### src/rtl/core/fsoa_pkg.sv
// Package for the fixed-size object allocator.
// Holds status codes, register indexes, bitmap row geometry and divider interface types.
// No dependencies.
package fsoa_pkg;

   localparam int ROW_BITS = 16;
   localparam int ROW_LSB  = 4;
   localparam int CNT_W    = 7;
   localparam int ROWCNT_W = 4;
   localparam int ADDR_W   = 32;
   localparam int SIZE_W   = 16;

   localparam logic [2:0] ST_OK       = 3'd0;
   localparam logic [2:0] ST_DISABLED = 3'd1;
   localparam logic [2:0] ST_FULL     = 3'd2;
   localparam logic [2:0] ST_BAD_ADDR = 3'd3;
   localparam logic [2:0] ST_NOT_USED = 3'd4;

   localparam logic KIND_ALLOC = 1'b0;
   localparam logic KIND_FREE  = 1'b1;

   localparam logic [1:0] CSR_ENABLED      = 2'd0;
   localparam logic [1:0] CSR_BASE_ADDRESS = 2'd1;
   localparam logic [1:0] CSR_OBJECT_SIZE  = 2'd2;
   localparam logic [1:0] CSR_SLOT_COUNT   = 2'd3;

   typedef struct packed {
      logic              start;
      logic [ADDR_W-1:0] dividend;
      logic [SIZE_W-1:0] divisor;
   } div_req_type;

   typedef struct packed {
      logic              done;
      logic [ADDR_W-1:0] quotient;
      logic [SIZE_W-1:0] remainder;
   } div_rsp_type;

   function automatic logic [2:0] popcount4(input logic [3:0] v);
      popcount4 = 3'(v[0]) + 3'(v[1]) + 3'(v[2]) + 3'(v[3]);
   endfunction

   function automatic logic [4:0] popcount16(input logic [ROW_BITS-1:0] v);
      logic [3:0] lo;
      logic [3:0] hi;
      lo = 4'(popcount4(v[3:0])) + 4'(popcount4(v[7:4]));
      hi = 4'(popcount4(v[11:8])) + 4'(popcount4(v[15:12]));
      popcount16 = 5'(lo) + 5'(hi);
   endfunction

endpackage

### src/rtl/core/fixed_size_object_allocator.sv
// Fixed-size object allocator: bitmap slab cache over one region of equal slots.
// Top level: configuration registers, request sequencer and result register.
// Depends on fsoa_pkg, fsoa_bitmap and fsoa_div.
//
// One request is in work at a time; req_tready is high only while the sequencer is
// idle. Each request first scans the used-bit memory, one row of 16 slots at a time
// (ceil(n/16) rows, n = effective slot count), to count free slots and find the
// lowest free one. An allocate then goes through an index times size multiply, an
// add and write-back, and a result load. A free runs the address offset through a
// serial divider started at acceptance, then reads and writes the slot's row. A result
// waits in the rsp register until taken; the used bits read as free after reset
// without a clearing pass.
module fixed_size_object_allocator #(
   parameter int MAX_SLOTS = 64
) (
   input  logic        clock,
   input  logic        reset,
   input  logic        req_tvalid,
   output logic        req_tready,
   input  logic [31:0] req_tdata,   // [31:0] address
   input  logic        req_tuser,   // [0] kind
   output logic        rsp_tvalid,
   input  logic        rsp_tready,
   output logic [47:0] rsp_tdata,   // [2:0] status, [34:3] object_address, [41:35] free_count
   input  logic        csr_we,
   input  logic [1:0]  csr_index,
   input  logic [31:0] csr_wdata
);

   localparam int ROWS     = (MAX_SLOTS + fsoa_pkg::ROW_BITS - 1) / fsoa_pkg::ROW_BITS;
   localparam int ROW_W    = (ROWS > 1) ? $clog2(ROWS) : 1;
   localparam int MAX_CLIP = (MAX_SLOTS > 127) ? 127 : MAX_SLOTS;
   localparam int CW       = fsoa_pkg::CNT_W;

   localparam logic [3:0] S_IDLE     = 4'd0;
   localparam logic [3:0] S_SCAN_RD  = 4'd1;
   localparam logic [3:0] S_SCAN_DAT = 4'd2;
   localparam logic [3:0] S_MUL      = 4'd3;
   localparam logic [3:0] S_ALLOC_WR = 4'd4;
   localparam logic [3:0] S_WAIT_DIV = 4'd5;
   localparam logic [3:0] S_FREE_RD  = 4'd6;
   localparam logic [3:0] S_FREE_DAT = 4'd7;
   localparam logic [3:0] S_DONE     = 4'd8;

   // configuration
   logic        enabled_ff;
   logic [31:0] base_ff;
   logic [15:0] size_ff;
   logic [6:0]  slots_ff;
   logic [CW-1:0] n_eff;

   // sequencer
   logic [3:0]  state_ff, state_in;
   logic        kind_ff, kind_in;
   logic [31:0] addr_ff, addr_in;
   logic [CW-1:0] n_ff, n_in;
   logic [fsoa_pkg::ROWCNT_W-1:0] row_ff, row_in;
   logic [fsoa_pkg::ROWCNT_W-1:0] rows_ff, rows_in;
   logic [CW-1:0] cnt_ff, cnt_in;
   logic        found_ff, found_in;
   logic [CW-1:0] idx_ff, idx_in;
   logic [fsoa_pkg::ROW_BITS-1:0] rowdat_ff, rowdat_in;
   logic [22:0] prod_ff, prod_in;
   logic [2:0]  status_ff, status_in;
   logic [31:0] obj_ff, obj_in;

   // result register
   logic        rsp_valid_ff, rsp_valid_in;
   logic [47:0] rsp_data_ff, rsp_data_in;

   // memory and divider
   logic                          bm_rd_en;
   logic [ROW_W-1:0]              bm_rd_row;
   logic [fsoa_pkg::ROW_BITS-1:0] bm_rd_data;
   logic                          bm_wr_en;
   logic [ROW_W-1:0]              bm_wr_row;
   logic [fsoa_pkg::ROW_BITS-1:0] bm_wr_data;
   fsoa_pkg::div_req_type         div_req;
   fsoa_pkg::div_rsp_type         div_rsp;

   logic        req_fire;
   logic [7:0]  rows_sum;
   logic [fsoa_pkg::ROW_BITS-1:0] free_bits;
   logic [3:0]  low_pos;

   fsoa_bitmap #(
      .ROWS  (ROWS),
      .ROW_W (ROW_W)
   ) u_bitmap (
      .clock   (clock),
      .reset   (reset),
      .rd_en   (bm_rd_en),
      .rd_row  (bm_rd_row),
      .rd_data (bm_rd_data),
      .wr_en   (bm_wr_en),
      .wr_row  (bm_wr_row),
      .wr_data (bm_wr_data)
   );

   fsoa_div u_div (
      .clock (clock),
      .reset (reset),
      .req   (div_req),
      .rsp   (div_rsp)
   );

   always_ff @(posedge clock) begin
      if (reset) begin
         enabled_ff <= 1'b0;
         base_ff    <= '0;
         size_ff    <= 16'd64;
         slots_ff   <= 7'd64;
      end else if (csr_we) begin
         unique case (csr_index)
            fsoa_pkg::CSR_ENABLED:      enabled_ff <= csr_wdata[0];
            fsoa_pkg::CSR_BASE_ADDRESS: base_ff    <= csr_wdata;
            fsoa_pkg::CSR_OBJECT_SIZE:  size_ff    <= csr_wdata[15:0];
            fsoa_pkg::CSR_SLOT_COUNT:   slots_ff   <= csr_wdata[6:0];
            default: ;
         endcase
      end
   end

   assign n_eff      = (slots_ff < 7'(MAX_CLIP)) ? slots_ff : 7'(MAX_CLIP);
   assign req_tready = (state_ff == S_IDLE);
   assign req_fire   = req_tvalid && req_tready;
   assign rows_sum   = 8'(n_eff) + 8'd15;

   always_comb begin
      for (int j = 0; j < fsoa_pkg::ROW_BITS; j++) begin
         free_bits[j] = !bm_rd_data[j] && ({row_ff[2:0], 4'(j)} < n_ff);
      end
      low_pos = '0;
      for (int j = fsoa_pkg::ROW_BITS - 1; j >= 0; j--) begin
         if (free_bits[j]) begin
            low_pos = 4'(j);
         end
      end
   end

   always_comb begin
      state_in     = state_ff;
      kind_in      = kind_ff;
      addr_in      = addr_ff;
      n_in         = n_ff;
      row_in       = row_ff;
      rows_in      = rows_ff;
      cnt_in       = cnt_ff;
      found_in     = found_ff;
      idx_in       = idx_ff;
      rowdat_in    = rowdat_ff;
      prod_in      = prod_ff;
      status_in    = status_ff;
      obj_in       = obj_ff;
      rsp_valid_in = rsp_valid_ff && !rsp_tready;
      rsp_data_in  = rsp_data_ff;
      bm_rd_en     = 1'b0;
      bm_rd_row    = ROW_W'(row_ff);
      bm_wr_en     = 1'b0;
      bm_wr_row    = ROW_W'(idx_ff[6:4]);
      bm_wr_data   = rowdat_ff;
      div_req.start    = 1'b0;
      div_req.dividend = req_tdata - base_ff;
      div_req.divisor  = size_ff;

      unique case (state_ff)
         S_IDLE: begin
            if (req_fire) begin
               kind_in  = req_tuser;
               addr_in  = req_tdata;
               n_in     = n_eff;
               rows_in  = rows_sum[7:4];
               row_in   = '0;
               cnt_in   = '0;
               found_in = 1'b0;
               obj_in   = '0;
               div_req.start = enabled_ff && (req_tuser == fsoa_pkg::KIND_FREE);
               state_in = S_SCAN_RD;
            end
         end
         S_SCAN_RD: begin
            if (row_ff == rows_ff) begin
               if (!enabled_ff) begin
                  status_in = fsoa_pkg::ST_DISABLED;
                  state_in  = S_DONE;
               end else if (kind_ff == fsoa_pkg::KIND_ALLOC) begin
                  if (found_ff) begin
                     state_in = S_MUL;
                  end else begin
                     status_in = fsoa_pkg::ST_FULL;
                     state_in  = S_DONE;
                  end
               end else begin
                  state_in = S_WAIT_DIV;
               end
            end else begin
               bm_rd_en = 1'b1;
               state_in = S_SCAN_DAT;
            end
         end
         S_SCAN_DAT: begin
            cnt_in = cnt_ff + CW'(fsoa_pkg::popcount16(free_bits));
            if (!found_ff && (free_bits != '0)) begin
               found_in  = 1'b1;
               idx_in    = {row_ff[2:0], low_pos};
               rowdat_in = bm_rd_data;
            end
            row_in   = row_ff + 1'b1;
            state_in = S_SCAN_RD;
         end
         S_MUL: begin
            prod_in  = idx_ff * size_ff;
            state_in = S_ALLOC_WR;
         end
         S_ALLOC_WR: begin
            bm_wr_en   = 1'b1;
            bm_wr_data = rowdat_ff | (fsoa_pkg::ROW_BITS'(1) << idx_ff[3:0]);
            obj_in     = base_ff + 32'(prod_ff);
            cnt_in     = cnt_ff - 1'b1;
            status_in  = fsoa_pkg::ST_OK;
            state_in   = S_DONE;
         end
         S_WAIT_DIV: begin
            if (div_rsp.done) begin
               if ((addr_ff == '0) || (size_ff == '0) || (div_rsp.remainder != '0)
                   || (div_rsp.quotient >= 32'(n_ff))) begin
                  status_in = fsoa_pkg::ST_BAD_ADDR;
                  state_in  = S_DONE;
               end else begin
                  idx_in   = div_rsp.quotient[CW-1:0];
                  state_in = S_FREE_RD;
               end
            end
         end
         S_FREE_RD: begin
            bm_rd_en  = 1'b1;
            bm_rd_row = ROW_W'(idx_ff[6:4]);
            state_in  = S_FREE_DAT;
         end
         S_FREE_DAT: begin
            if (!bm_rd_data[idx_ff[3:0]]) begin
               status_in = fsoa_pkg::ST_NOT_USED;
            end else begin
               bm_wr_en   = 1'b1;
               bm_wr_data = bm_rd_data & ~(fsoa_pkg::ROW_BITS'(1) << idx_ff[3:0]);
               cnt_in     = cnt_ff + 1'b1;
               status_in  = fsoa_pkg::ST_OK;
            end
            state_in = S_DONE;
         end
         S_DONE: begin
            if (!rsp_valid_ff || rsp_tready) begin
               rsp_valid_in = 1'b1;
               rsp_data_in  = {6'd0, cnt_ff, obj_ff, status_ff};
               state_in     = S_IDLE;
            end
         end
         default: begin
            state_in = S_IDLE;
         end
      endcase
   end

   always_ff @(posedge clock) begin
      if (reset) begin
         state_ff     <= S_IDLE;
         found_ff     <= 1'b0;
         rsp_valid_ff <= 1'b0;
      end else begin
         state_ff     <= state_in;
         found_ff     <= found_in;
         rsp_valid_ff <= rsp_valid_in;
      end
   end

   always_ff @(posedge clock) begin
      kind_ff     <= kind_in;
      addr_ff     <= addr_in;
      n_ff        <= n_in;
      row_ff      <= row_in;
      rows_ff     <= rows_in;
      cnt_ff      <= cnt_in;
      idx_ff      <= idx_in;
      rowdat_ff   <= rowdat_in;
      prod_ff     <= prod_in;
      status_ff   <= status_in;
      obj_ff      <= obj_in;
      rsp_data_ff <= rsp_data_in;
   end

   assign rsp_tvalid = rsp_valid_ff;
   assign rsp_tdata  = rsp_data_ff;

   `ifndef SYNTHESIS
   a_no_write_idle: assert property (@(posedge clock) disable iff (reset)
      (state_ff == S_IDLE || state_ff == S_DONE) |-> !bm_wr_en)
      else $error("bitmap written outside a request");
   a_found_in_range: assert property (@(posedge clock) disable iff (reset)
      found_ff && state_ff != S_IDLE |-> idx_ff < n_ff)
      else $error("found slot beyond configured count");
   a_count_bound: assert property (@(posedge clock) disable iff (reset)
      (state_ff == S_MUL || state_ff == S_WAIT_DIV) |-> cnt_ff <= n_ff)
      else $error("free count exceeds configured count");
   a_div_done_state: assert property (@(posedge clock) disable iff (reset)
      div_rsp.done |-> (state_ff == S_WAIT_DIV || state_ff == S_SCAN_RD
                        || state_ff == S_SCAN_DAT))
      else $error("divider finished outside a free request");
   `endif

endmodule

### src/rtl/core/fsoa_bitmap.sv
// Used-bit memory of the allocator: one row of fsoa_pkg::ROW_BITS slots per entry.
// One write and one registered read port; per-row valid bits make reset read as all free.
// Depends on fsoa_pkg.
module fsoa_bitmap #(
   parameter int ROWS  = 4,
   parameter int ROW_W = 2
) (
   input  logic                         clock,
   input  logic                         reset,
   input  logic                         rd_en,
   input  logic [ROW_W-1:0]             rd_row,
   output logic [fsoa_pkg::ROW_BITS-1:0] rd_data,
   input  logic                         wr_en,
   input  logic [ROW_W-1:0]             wr_row,
   input  logic [fsoa_pkg::ROW_BITS-1:0] wr_data
);

   logic [fsoa_pkg::ROW_BITS-1:0] mem_ff [ROWS];
   logic [ROWS-1:0]               row_valid_ff;
   logic [fsoa_pkg::ROW_BITS-1:0] rd_data_ff;
   logic                          rd_valid_ff;

   always_ff @(posedge clock) begin
      if (wr_en) begin
         mem_ff[wr_row] <= wr_data;
      end
      if (rd_en) begin
         rd_data_ff <= mem_ff[rd_row];
      end
   end

   always_ff @(posedge clock) begin
      if (reset) begin
         row_valid_ff <= '0;
         rd_valid_ff  <= 1'b0;
      end else begin
         if (wr_en) begin
            row_valid_ff[wr_row] <= 1'b1;
         end
         if (rd_en) begin
            rd_valid_ff <= row_valid_ff[rd_row];
         end
      end
   end

   assign rd_data = rd_valid_ff ? rd_data_ff : '0;

endmodule

### src/rtl/core/fsoa_div.sv
// Restoring serial divider, one quotient bit per cycle.
// Divides the freed address offset by the object size.
// Depends on fsoa_pkg.
module fsoa_div (
   input  logic                  clock,
   input  logic                  reset,
   input  fsoa_pkg::div_req_type req,
   output fsoa_pkg::div_rsp_type rsp
);

   logic                          busy_ff;
   logic                          done_ff;
   logic [4:0]                    step_ff;
   logic [fsoa_pkg::ADDR_W-1:0]   quo_ff;
   logic [fsoa_pkg::SIZE_W-1:0]   rem_ff;
   logic [fsoa_pkg::SIZE_W-1:0]   dvs_ff;
   logic [fsoa_pkg::SIZE_W:0]     shifted;
   logic                          fits;
   logic [fsoa_pkg::SIZE_W:0]     diff;

   always_comb begin
      shifted = {rem_ff, quo_ff[fsoa_pkg::ADDR_W-1]};
      fits    = shifted >= {1'b0, dvs_ff};
      diff    = shifted - {1'b0, dvs_ff};
   end

   always_ff @(posedge clock) begin
      if (reset) begin
         busy_ff <= 1'b0;
         done_ff <= 1'b0;
         step_ff <= '0;
      end else begin
         done_ff <= 1'b0;
         if (req.start) begin
            busy_ff <= 1'b1;
            step_ff <= '0;
         end else if (busy_ff) begin
            step_ff <= step_ff + 5'd1;
            if (step_ff == 5'd31) begin
               busy_ff <= 1'b0;
               done_ff <= 1'b1;
            end
         end
      end
   end

   always_ff @(posedge clock) begin
      if (req.start) begin
         quo_ff <= req.dividend;
         rem_ff <= '0;
         dvs_ff <= req.divisor;
      end else if (busy_ff) begin
         quo_ff <= {quo_ff[fsoa_pkg::ADDR_W-2:0], fits};
         rem_ff <= fits ? diff[fsoa_pkg::SIZE_W-1:0] : shifted[fsoa_pkg::SIZE_W-1:0];
      end
   end

   assign rsp.done      = done_ff;
   assign rsp.quotient  = quo_ff;
   assign rsp.remainder = rem_ff;

   `ifndef SYNTHESIS
   a_no_restart: assert property (@(posedge clock) disable iff (reset)
      busy_ff && step_ff != 5'd31 |-> !req.start)
      else $error("divider restarted while busy");
   `endif

endmodule

### config.mk
export PLATFORM = sky130hd
export DESIGN_NAME = fixed_size_object_allocator
export DESIGN_NICKNAME = d
export VERILOG_FILES = /design/src/rtl/core/fsoa_pkg.sv /design/src/rtl/core/fixed_size_object_allocator.sv /design/src/rtl/core/fsoa_bitmap.sv /design/src/rtl/core/fsoa_div.sv
export SDC_FILE = /design/constraint.sdc
export NUM_CORES = 1
export LEC_CHECK = 0
export BUFFER_PORTS_ARGS = -buffer_cell sky130_fd_sc_hd__buf_4
export CAP_MARGIN = 30
export CORE_MARGIN = 3
export CORE_UTILIZATION = 62
export DETAILED_ROUTE_END_ITERATION = 12
export GPL_ROUTABILITY_DRIVEN = 0
export PLACE_DENSITY = 0.84
export SETUP_SLACK_MARGIN = 0.02
export SYNTH_ARGS = -nofsm -noshare
export SYNTH_HDL_FRONTEND = slang
export SYNTH_SLANG_ARGS = --single-unit
### constraint.sdc
create_clock -name clock -period 6.7 [get_ports clock]
set_input_delay 0.335 -clock clock [delete_from_list [all_inputs] [get_ports clock]]
set_output_delay 0.335 -clock clock [all_outputs]
set_load 0.1 [all_outputs]
==> results_dict.tcl, run 1 <==
set metrics [dict create \
    finClkSkew_ps 9.74 \
    clk_pin_slew_ps 60 \
    cp-startpoint "row_ff[1]" \
    critical-path-slowest-cell "fa_1" \
    synth_fa_ha_area_share_pct 14.9 \
    areaGrowthSynthToFinish_pct 12.8 \
    tightestPinTransition_ps 1020 \
    cts_tree "done" \
    p_per_area_nw_per_um2 275 \
    first_pass_iters 6 \
    synth-edff-count 306 \
    holdBufCountCts 29 \
    portBuffers 115 \
    grt_pass1_vias 17100 \
    nets 2574 \
    drv_cap 0 \
    synth_simple_gate_area_share_pct 13.3 \
    crit_path_start_kind "register" \
    finalWirelength_um 58700 \
    syn_inst 2160 \
    r2r-start "row_ff[1]" \
    crit_chain "ha_1, a21o_1, a21oi_1, and2_1, o211ai_1, fa_1, fa_1, fa_1, fa_1, fa_1, inv_1, fa_1, a21o_1, a21oi_1, nor2b_1, o21ai_0, o22ai_1, nor2_1, a21oi_1" \
    cts-htree-levels 2 \
    die_y_um 199 \
    fillers 2315 \
    cts_root_buffer "clkbuf_16" \
    period_share_pct 89.4 \
    numCtsBuffers 40 \
    cts_resized 0 \
    crit_path_max_incr_delay_ps 580 \
    ir_worst_vdd_v 0.000218 \
    rsz0062_at_grt "false" \
    drv_slew 0 \
    drtIter0Drc 1963 \
    core_um2 36100 \
    syn-mean-instance-area_um2 10.7 \
    fin_setup_tns_ps 0 \
    clock_latency_ps 550 \
    worst-setup-path-type "reg -> reg" \
    grt_start_max_net_pins 75 \
    fin_crit_ps 5990 \
    synth_cell_types 75 \
    syn-cell-area_um2 23000 \
    pin_count 122 \
    cts_buffer_depth 3 \
    status "finished clean" \
    via_count 17500 \
    cp_num_cells 19 \
    crit_arrival_ps 6280 \
    min-delay-start "req_tdata[2]" \
    clock-sinks 396 \
    final_layout_size_suffix_gt1_share_pct 11.0 \
    utilization_pct 71.9 \
    setup_viol 0 \
    rows 69 \
    hold_viol 0 \
    path_delay_family "adder cells" \
    endpoint "cnt_ff[6]" \
    timing.fmax_mhz 167 \
    synth_top_family_by_area "adder cells" \
    rr_worst_depth 19 \
    drc_errors 0 \
    critPathMaxFanout 8 \
    dpl.hpwl_um 42100 \
    dieArea_um2 39500 \
    ys_seq_area_share_pct 47.7 \
    ys_warn_count 0 \
    start_util_pct 63.8 \
    critPathBufInv 1 \
    power.leakage_nw 10.6 \
    ys_seq_elements 396 \
    ant_nets 0 \
    cp-end-kind "register" \
    grt_overflow_total 0 \
    required_ps 6990 \
    synth-compound-area-share_pct 12.5 \
    synthArstFlopShare_pct 0 \
    vias_per_cell 6.33 \
    antenna_found_initial 2 \
    wl_per_cell_um 21.2 \
    maxSlewHeadroom_pct 31.5 \
    cts_setup_buffers 0 \
    worstReg2RegEnd "cnt_ff[6]" \
    synthMuxAreaShare_pct 3.26 \
    synth_ff_type "edfxtp_1" \
    track_usage_pct 29.6 \
    holdCritPathClass "in -> reg" \
    reg2reg_slack_ps 710 \
    crit_top_cell "fa_1" \
    synth_xor_area_share_pct 3.42 \
    grt_pass1_wl_um 91200 \
    dieWidth_um 199 \
]
## flip-flops by register name, summed over array words and instances (netlist names), 5 cells and up
name	count
prod_ff	23
rsp_tdata	42
addr_ff	32
idx_ff	7
slots_ff	7
u_div.step_ff	5
u_div.dvs_ff	16
size_ff	16
cnt_ff	7
n_ff	7
u_div.rem_ff	16
rowdat_ff	16
obj_ff	32
u_bitmap.mem_ff	64
u_div.quo_ff	32
base_ff	32
u_bitmap.rd_data_ff	16
## how the worst min path moves through the flow
stage	end	cells past startpoint	slack [ps]
detailed placement	rsp_tdata[15]	0	400
global placement	rsp_tdata[31]	0	400
finish	addr_ff[2]	1	10
global route	addr_ff[2]	1	0.3
CTS	addr_ff[2]	1	0.1
floorplan	rsp_tdata[0]	0	400
## layout make-up
class	count	area, um2	area share, %
inverter	191	717	2.76
clock inverter	30	280	1.08
clock buffer	43	1030	3.98
timing repair buffer	167	1380	5.31
tap	461	577	2.22
antenna	2	5.00	0.0193
sequential	396	11000	42.3
multi-input combinational	1483	11000	42.3
## Yosys cell counts (4+ instances only)
cell	n	area share (%)
o31ai_1	9	0.29
mux4_2	22	2.2
buf_4	8	0.26
o21a_1	15	0.49
nand2b_1	18	0.49
xnor2_1	51	1.9
nand4_1	16	0.43
mux2i_1	23	1.0
nor2b_1	20	0.54
a22oi_1	6	0.20
nand3_1	31	0.67
or3_1	17	0.46
and2_1	37	1.0
buf_2	8	0.17
fa_1	85	7.4
nor3_1	28	0.61
and3_1	20	0.54
edfxtp_1	306	40
a311oi_1	4	0.15
ha_1	138	7.5
o22ai_1	7	0.19
a221o_1	14	0.61
nor2_1	106	1.7
or2_2	6	0.16
nor4_1	27	0.73
a211o_1	6	0.23
a21boi_0	5	0.16
or4_1	4	0.13
nand3b_1	4	0.13
dfxtp_1	90	7.8
nand2_1	316	5.2
xor2_1	39	1.5
a21oi_1	156	3.4
a31oi_1	14	0.38
inv_1	191	3.1
o211ai_1	10	0.33
clkbuf_1	67	1.1
a21o_1	44	1.4
a211oi_1	24	0.78
buf_1	13	0.21
o21ai_0	100	2.2
o21bai_1	8	0.26
## logic make-up (layout without fill, tap and decap cells)
logic type                 Yosys count  count (layout)
muxes                               47              47
AOI/OAI and AO/OA                  453             453
DFF                                396             396
xor gates and xnor gates            90              90
other                                1               9
and+or+nand+nor                    663             663
adders and majority gates          223             223
buffers and inverters              287             431
## per-stage QoR
step | hold slack (ps) | power, W | cells | setup slack [ps] | area (um2)
floorplan | 400 | 0.00440 | 2166 | 1290 | 23000
global placement | 401 | 0.00475 | 2663 | 1020 | 24300
detailed placement | 405 | 0.00487 | 2666 | 843 | 24300
CTS | 0.104 | 0.00710 | 2768 | 764 | 25900
global route | 0.299 | 0.00744 | 2772 | 458 | 26000
finish | 13.7 | 0.00713 | 2773 | 710 | 26000
## per-layer routing
layer / up-vias / track usage, % / share of wire [%]
li1: 7890 / - / -
met1: 8339 / 39.9 / 39
met2: 1116 / 47.2 / 46
met3: 198 / 5.93 / 11
met4: 0 / 13.0 / 4.9
met5: - / 0 / 0
## cells in the final DEF, fill, tap and decap left out, drive strengths merged, types with 15 or more instances in the layout
| cell type | n |
|---|---|
| nand2 | 316 |
| edfxtp | 306 |
| inv | 196 |
| a21oi | 157 |
| ha | 138 |
| buf | 138 |
| nor2 | 106 |
| o21ai | 102 |
| dfxtp | 90 |
| fa | 85 |
| xnor2 | 51 |
| a21o | 44 |
| clkbuf | 43 |
| xor2 | 39 |
| and2 | 37 |
| nand3 | 31 |
| dlygate4sd3 | 29 |
| nor3 | 29 |
| nor4 | 27 |
| a211oi | 24 |
| mux2i | 24 |
| mux4 | 22 |
| and3 | 20 |
| nor2b | 20 |
| nand2b | 18 |
| or3 | 18 |
| clkinv | 18 |
| nand4 | 16 |
| o21a | 15 |
## power breakdown
group          leakage, nW  internal (W)  total (W)  switching (W)
registers             3.59       0.00282    0.00297       0.000149
clock network        0.636       0.00125    0.00224       0.000983
logic                 6.40      0.000839    0.00193        0.00109
(Power assumes the default switching activity.)
==> run 2: changes to the inputs <==
==> constraint.sdc (replaced) <==
create_clock -name clock -period 6.62 [get_ports clock]
set_input_delay 0.331 -clock clock [delete_from_list [all_inputs] [get_ports clock]]
set_output_delay 0.331 -clock clock [all_outputs]
set_load 0.1 [all_outputs]
==> run 2 against run 1 <==
  * Sequential power hardly changed
  * First-iteration DRC count down 2.5%
  * Critical path depth unchanged
  * Wire length fell by 0.62%
  * Combinational power is essentially flat
  * Worst setup slack worse by 230 ps
  * Largest power group unchanged
==> results_dict.tcl, run 2 (same netlist as run 1, synthesis figures left out) <==
set metrics [dict create \
    status "finished clean" \
    cts_setup_buffers 0 \
    reg2reg_slack_ps 480 \
    grt_overflow_total 0 \
    numCtsBuffers 40 \
    placed_area_um2 24300 \
    drv_cap 0 \
    crit_path_start_kind "register" \
    first_pass_iters 6 \
    crit_path_max_incr_delay_ps 580 \
    pwr-share-clk_pct 32.2 \
    areaGrowthSynthToFinish_pct 13.1 \
    clock_latency_ps 560 \
    crit_arrival_ps 6430 \
    ir_worst_vdd_v 0.000245 \
    drc_errors 0 \
    top_register "u_bitmap.mem_ff" \
    p_per_area_nw_per_um2 280 \
    fin_crit_ps 6140 \
    fillers 2360 \
    rsz0062_at_grt "false" \
    largest_register_ff_count 64 \
    drtIter0Drc 1914 \
    antenna_found_initial 1 \
    die_y_um 199 \
    drv_slew 0 \
    clock-sinks 396 \
    tightestPinTransition_ps 1050 \
    dpl.hpwl_um 41800 \
    track_usage_pct 29.3 \
    holdCritPathClass "in -> reg" \
    ant_nets 0 \
    mostFrequentLayoutCells "nand2_1 (316), edfxtp_1 (306), inv_1 (190), a21oi_1 (156), ha_1 (138)" \
    final_cell_area_um2 26000 \
    grt_pass1_vias 16900 \
    switching_share_pct 30.5 \
    via_count 17400 \
    min-delay-start "csr_wdata[21]" \
    path_delay_family "adder cells" \
    holdPathEnd "base_ff[21]" \
    pin_count 122 \
    worst-setup-path-type "reg -> reg" \
    nets 2577 \
    power_frac_comb_pct 26.7 \
    setup_viol 0 \
    power.leakage_nw 10.7 \
    cts_resized 0 \
    r2r-start "row_ff[1]" \
    critPathMaxFanout 8 \
    clk_pin_slew_ps 60 \
    grt_pass1_wl_um 90500 \
    holdBufCountCts 33 \
    setup_slack_ps 484 \
    dpl.cell_count 2666 \
    portBuffers 115 \
    crit_chain "ha_1, a21o_1, a21oi_1, and2_1, o211ai_1, fa_1, fa_1, fa_1, fa_1, fa_1, inv_1, fa_1, a21o_1, a21oi_1, nor2b_1, o21ai_0, o22ai_1, nor2_1, a21oi_1" \
    post-place-ws_ps 689 \
    critPathBufInv 1 \
    required_ps 6920 \
    final_layout_size_suffix_gt1_share_pct 10.8 \
    cp-end-kind "register" \
    grt_start_max_net_pins 75 \
    wl_per_cell_um 21.0 \
    core_um2 36100 \
    mostFrequentLayoutCell "nand2_1" \
    power_switching_w 0.00223 \
    hold_viol 0 \
    period_share_pct 92.7 \
    start_util_pct 63.8 \
    rr_worst_depth 19 \
    fin_cells 2776 \
    timing.hold.ws_ps 26.9 \
    whs_path_depth 3 \
    cts_buffer_depth 3 \
    maxSlewHeadroom_pct 30.2 \
    cts_tree "done" \
    cts_root_buffer "clkbuf_16" \
    critical-path-slowest-cell "fa_1" \
    dieArea_um2 39500 \
    timing.fmax_mhz 163 \
    finClkSkew_ps 18.7 \
    cts-htree-levels 2 \
    vias_per_cell 6.27 \
    fin_setup_tns_ps 0 \
    power.internal_w 0.00508 \
    finalWirelength_um 58300 \
    worstReg2RegEnd "cnt_ff[6]" \
    dieWidth_um 199 \
    pwr-share-seq_pct 41.1 \
    rows 69 \
    crit_top_cell "fa_1" \
]
## run 2: layout make-up
type / count / area (um2) / area share (%)
clock inverters: 19 / 240 / 0.922
flip-flops and latches: 396 / 11000 / 42.2
diodes: 1 / 2.50 / 0.00961
well taps: 461 / 577 / 2.21
multi-input cells: 1483 / 11000 / 42.1
repair buffers: 170 / 1410 / 5.41
inverters: 191 / 717 / 2.75
clock buffers: 55 / 1130 / 4.35
## run 2: layer usage
metal | part of all wire, % | wire (um) | GRT usage, % | vias up
li1 | - | - | - | 7896
met1 | 40 | 23300 | 40.5 | 8312
met2 | 45 | 26300 | 46.4 | 1035
met5 | 0 | 0 | 0 | -
met3 | 10 | 6050 | 4.88 | 175
met4 | 4.7 | 2720 | 12.5 | 0
## run 2: tightest hold or removal path: cells and delay by family
| kind | cells | cell delay (ps) |
|---|---|---|
| AND/OR/NAND/NOR | 1 | 40 |
| buffers and inverters | 1 | 110 |
| AO/OA/AOI/OAI | 1 | 50 |
## run 2: power groups by stage
stage / sequential [W] / combinational, W / clock [W]
global placement: 0.00304 / 0.00177 / 0
CTS: 0.00299 / 0.00191 / 0.00237
finish: 0.00300 / 0.00195 / 0.00235
floorplan: 0.00300 / 0.00146 / 0
global route: 0.00301 / 0.00217 / 0.00246
detailed placement: 0.00305 / 0.00188 / 0
## run 2: how the worst max path moves through the flow
stage / startpoint / end / slack, ps / cells past startpoint
5_1_grt: row_ff[1] / cnt_ff[6] / 140 / 19
4_1_cts: row_ff[1] / cnt_ff[6] / 590 / 19
3_5_place_dp: row_ff[1] / cnt_ff[6] / 690 / 19
6_report: row_ff[1] / cnt_ff[6] / 480 / 19
2_1_floorplan: row_ff[2] / cnt_ff[6] / 1210 / 20
3_3_place_gp: row_ff[1] / cnt_ff[6] / 930 / 19
## run 2: stage by stage
stage | total power [W] | util (%)
2_1_floorplan | 0.00446 | -
3_3_place_gp | 0.00481 | 67.2
3_5_place_dp | 0.00492 | 67.4
4_1_cts | 0.00728 | 72.1
5_1_grt | 0.00764 | 72.2
6_report | 0.00730 | 72.2
